### src/hw/rtl/ray_box_intersect_3d_unit_macros.svh
// ----------------------------------------------------------------------------
// Ray/box intersect assertion macros
// Shared same-cycle and next-cycle implication assertion forms.
// ----------------------------------------------------------------------------
`ifndef RAY_BOX_INTERSECT_3D_UNIT_MACROS_SVH
`define RAY_BOX_INTERSECT_3D_UNIT_MACROS_SVH

// same-cycle implication
`define RBI_ASSERT_NOW(label, clk, rst, ante, cons) \
   label: assert property (@(posedge clk) disable iff (rst) (ante) |-> (cons)) \
      else $error("rbi assertion failed");

// next-cycle implication
`define RBI_ASSERT_NEXT(label, clk, rst, ante, cons) \
   label: assert property (@(posedge clk) disable iff (rst) (ante) |=> (cons)) \
      else $error("rbi assertion failed");

`endif

### src/hw/rtl/rbi_slab_div.sv
// ----------------------------------------------------------------------------
// Ray/box intersect slab divider
// Pipelined restoring divider: (num << FB) / den, truncated toward zero and
// saturated to the signed CW range. One quotient bit per stage.
// Input register, quotient stages and output register advance only while en is high.
// ----------------------------------------------------------------------------
module rbi_slab_div #(
   parameter int CW = 32,
   parameter int FB = 16
) (
   input  logic                 clock,
   input  logic                 en,
   input  logic signed [CW:0]   num,
   input  logic signed [FB+1:0] den,
   output logic signed [CW-1:0] quo
);

   localparam int DW = FB + 2;
   localparam int NW = CW + 1 + FB;

   logic [CW:0]    un_c;
   logic [DW-1:0]  ud_c;
   logic [NW-1:0]  nn_c;

   logic [DW-1:0]  rem_ff [CW+1];
   logic [CW-1:0]  low_ff [CW+1];
   logic [CW-1:0]  q_ff   [CW+1];
   logic [DW-1:0]  ud_ff  [CW+1];
   logic           neg_ff [CW+1];
   logic           ovf_ff [CW+1];

   logic [CW-1:0]  lim_c;
   logic [CW-1:0]  qs_c;
   logic [CW-1:0]  quo_in;
   logic [CW-1:0]  quo_ff;

   assign un_c = num[CW] ? (~num + 1'b1) : num;
   assign ud_c = den[DW-1] ? (~den + 1'b1) : den;
   assign nn_c = {un_c, {FB{1'b0}}};

   always_ff @(posedge clock) begin
      if (en) begin
         neg_ff[0] <= num[CW] ^ den[DW-1];
         ud_ff[0]  <= ud_c;
         ovf_ff[0] <= {1'b0, nn_c[NW-1:CW]} >= ud_c;
         rem_ff[0] <= {1'b0, nn_c[NW-1:CW]};
         low_ff[0] <= nn_c[CW-1:0];
         q_ff[0]   <= '0;
      end
   end

   for (genvar k = 1; k <= CW; k++) begin : g_step
      logic [DW:0] trial;
      logic        ge;
      logic [DW:0] diff;
      assign trial = {rem_ff[k-1], low_ff[k-1][CW-1]};
      assign ge    = trial >= {1'b0, ud_ff[k-1]};
      assign diff  = trial - {1'b0, ud_ff[k-1]};
      always_ff @(posedge clock) begin
         if (en) begin
            rem_ff[k] <= ge ? diff[DW-1:0] : trial[DW-1:0];
            low_ff[k] <= {low_ff[k-1][CW-2:0], 1'b0};
            q_ff[k]   <= {q_ff[k-1][CW-2:0], ge};
            ud_ff[k]  <= ud_ff[k-1];
            neg_ff[k] <= neg_ff[k-1];
            ovf_ff[k] <= ovf_ff[k-1];
         end
      end
   end

   assign lim_c  = neg_ff[CW] ? {1'b1, {(CW-1){1'b0}}} : {1'b0, {(CW-1){1'b1}}};
   assign qs_c   = (ovf_ff[CW] || (q_ff[CW] > lim_c)) ? lim_c : q_ff[CW];
   assign quo_in = neg_ff[CW] ? (~qs_c + 1'b1) : qs_c;

   always_ff @(posedge clock) begin
      if (en) begin
         quo_ff <= quo_in;
      end
   end

   assign quo = $signed(quo_ff);

endmodule

### config.mk
export PLATFORM = sky130hd
export DESIGN_NAME = rbi_slab_div
export DESIGN_NICKNAME = d
export VERILOG_FILES = /design/src/hw/rtl/ray_box_intersect_3d_unit_macros.svh /design/src/hw/rtl/rbi_slab_div.sv
export SDC_FILE = /design/constraint.sdc
export NUM_CORES = 2
export LEC_CHECK = 0
export BUFFER_PORTS_ARGS = -buffer_cell sky130_fd_sc_hd__buf_2
export CORE_AREA = 2 2 520 522
export DETAILED_ROUTE_END_ITERATION = 10
export DIE_AREA = 0 0 522 524
export HOLD_SLACK_MARGIN = 0.05
export PLACE_DENSITY_LB_ADDON = 0.1
export SYNTH_ARGS = -nofsm -noshare
export SYNTH_HDL_FRONTEND = slang
export SYNTH_SLANG_ARGS = --single-unit
### constraint.sdc
create_clock -name clock -period 5.7 [get_ports clock]
set_input_delay 0.285 -clock clock [delete_from_list [all_inputs] [get_ports clock]]
set_output_delay 0.285 -clock clock [all_outputs]
set_load 0.1 [all_outputs]
==> out/results.ini <==
[status]
outcome = complete, no violations

[floorplan]
die-area_um2 = 273500
core_um2 = 267400
num_rows = 190
num_io_pins = 85
die_h_um = 524
floorplan.initialDensity = 0.3495
die_w_um = 522

[global_route]
grt_pass1_vias = 54960
grt_pass1_wl_um = 313800
grtUsageTotal = 0.1433
grt_overflow = 0
antenna_found_initial = 4
grt_max_degree = 195

[hold_path]
min_to = ud_ff[0][0]$_DFFE_PP_
hold_path.class = in2reg
hp-start = den[0]
hold_depth = 2

[place]
hpwlAfterDp_um = 140700
dpl_cell_area_um2 = 98540
dp.cells = 10710
place_congestion = 0.8303
io_buffers = 84

[sta]
tns_ps = 0
hold_viol_final = 0
fmax_mhz = 212.3
tightest_slew_ps = 1250
rsz0062_at_grt = no
fin_skew_ps = 46.58
slew_violations = 0
relSlewSlack = 0.1665
period_share = 0.8262
setup_viol_count_final = 0
period_minus_slack_ps = 4709

[clock_network]
tritoncts = done
numCtsBuffers = 221
clock_latency_ps = 880
clk_pin_slew_ps = 60
cts-root-buf = clkbuf_16
cts_sinks = 1913
htreeDepth = 4
cts_setup_buffers = 0
cts_resized = 0
clock_path_buffers = 4

[run]
drv_cap = 0

[finish]
design_area_um2 = 106700
nets = 8180
layoutNonFillerInstCount = 11210
drive_gt1_frac = 0.1138
syn2layout_area_growth_pct = 14.18

[yosys]
synth_top_area_share = 0.6146
ys.flop_type = edfxtp_1
syn_avg_cell_area_um2 = 13.16
yosysUniqueCellTypes = 88
yosys_warnings = 0
synthesis.area_um2 = 93470
async_flop_share = 0
synth_nets = 7816
synth-seq-cells = 1913
synth_cells = 7105
yosysTopAreaCell = edfxtp_1
ys_seq_area_frac = 0.6146
synth_edf_count = 1913
synthTopCellsByArea = edfxtp_1, ha_1, mux2_2, inv_1, xnor2_1

[worst_setup_path]
r2r_cells = 14
end_kind = flip-flop
startpoint_type = flip-flop
worstPathMaxFanout = 37
r2r_setup_slack_ps = 990
required_ps = 6310
cp.arrival_ps = 5320
r2r_start = neg_ff[1][0]$_DFFE_PP_
timing.rr.end = quo[24]$_DFFE_PP_
worstSetupPathType = reg2reg

[route]
antenna_left = 0
dr.pass1.iters = 5
drcViolationCount = 0
wl_um = 198200
routedWlPerCell_um = 17.68
drtIter0Drc = 3525
num_vias = 55210
vias_per_cell = 4.925

[power]
ir_drop_mv = 0.2430
p_per_area_nw_per_um2 = 528.3
p_leak_nw = 41.32
total_power_mw = 56.39

## placed cells by master (no fill, tap or decap), types with 92 or more instances in the layout
cell type,n
xnor2_1,279
o21a_1,120
ha_1,627
mux2_2,339
a21oi_1,436
xor2_1,160
o21ai_0,313
edfxtp_1,1913
a21o_1,147
inv_1,736
clkbuf_16,222
nand4_1,103
nand2_1,320
nor3_1,117
dlygate4sd3_1,92
nor2_1,380
## metal layers
layer,vias up,share of wire,routed length [µm],global-route usage
met2,870,0.46,90690,0.2314
met5,-,0,0,0
met1,26810,0.48,95630,0.2020
met4,0,0.022,4341,0.03845
li1,27260,-,-,-
met3,267,0.038,7509,0.01951
## worst max path at each step
stage | depth (start not counted) | to | startpoint
floorplan | 14 | quo[28]$_DFFE_PP_ | neg_ff[1][0]$_DFFE_PP_
global placement | 18 | ovf_ff[0]$_DFFE_PP_ | num[1]
detailed placement | 14 | quo[24]$_DFFE_PP_ | neg_ff[1][0]$_DFFE_PP_
CTS | 14 | quo[24]$_DFFE_PP_ | neg_ff[1][0]$_DFFE_PP_
global route | 14 | quo[24]$_DFFE_PP_ | neg_ff[1][0]$_DFFE_PP_
finish | 14 | quo[24]$_DFFE_PP_ | neg_ff[1][0]$_DFFE_PP_
## power breakdown
group          switching (mW)  internal, mW  total, mW  leakage (nW)
clock                    5.88          8.32       14.2          3.52
combinational            11.2          9.53       20.7          19.1
sequential               1.68          19.8       21.5          18.7
total                    18.7          37.7       56.4          41.3
## per-stage QoR
| stage | utilization | setup WS, ps | hold slack, ps |
|---|---|---|---|
| floorplan | - | 1051 | 383.9 |
| global placement | 0.3684 | 893.2 | 400.2 |
| detailed placement | 0.3684 | 968.1 | 404.5 |
| CTS | 0.3990 | 955.3 | 82.47 |
| global route | 0.3991 | 446.5 | 161.8 |
| finish | 0.3991 | 990.6 | 207.0 |
## registers in the layout, summed over array words and instances, names as in the netlist
signal and count:
rem_ff 575, low_ff 136, ovf_ff 33, neg_ff 33
quo 32, q_ff 528, ud_ff 576
## cell usage after synthesis, types with 84 or more instances
| cell type | instances |
|---|---|
| a21o_1 | 147 |
| a21oi_1 | 438 |
| edfxtp_1 | 1913 |
| ha_1 | 627 |
| inv_1 | 736 |
| mux2_2 | 339 |
| nand2_1 | 320 |
| nand4_1 | 103 |
| nor2_1 | 380 |
| nor2b_1 | 84 |
| nor3_1 | 117 |
| o21a_1 | 120 |
| o21ai_0 | 314 |
| xnor2_1 | 279 |
| xor2_1 | 160 |
## layout make-up
cell class,instances,area (µm²)
Inverter,737,2766
Sequential cell,1913,57450
Antenna cell,2,5.005
Clock buffer,249,5657
Multi-Input combinational cell,4373,32960
Timing Repair Buffer,223,1847
Tap cell,3552,4444
Clock inverter,161,1607
Fill cell,25090,160700
## cells by family after synthesis
group | Yosys count | share of synthesized area
AOI/OAI and AO/OA | 1455 | 0.09861
adders and majority gates | 658 | 0.09057
xor gates and xnor gates | 439 | 0.04113
muxes | 379 | 0.04512
and+or+nand+nor | 1442 | 0.07694
DFF | 1913 | 0.6146
buffers and inverters | 819 | 0.03305
## worst max-delay path, stage by stage, from the launching register on
cell and delay [ps]:
edfxtp_1 340, buf_4 370, clkinv_1 120, buf_4 270, ha_1 350, nand4_1 110
nor4_1 480, nand3_1 130, a221o_1 430, o21ai_0 240, ha_1 710, nor4b_1 400
nand3_1 150, a211oi_1 260, a21oi_1 60
## repair_timing
| item | 4_1_cts | 5_1_grt |
|---|---|---|
| endpoints found under the setup margin | 0 | 0 |
| endpoints found under the hold margin | 119 | 0 |
| hold buffers | 92 | 0 |
Power figures use the tool's default switching activity.
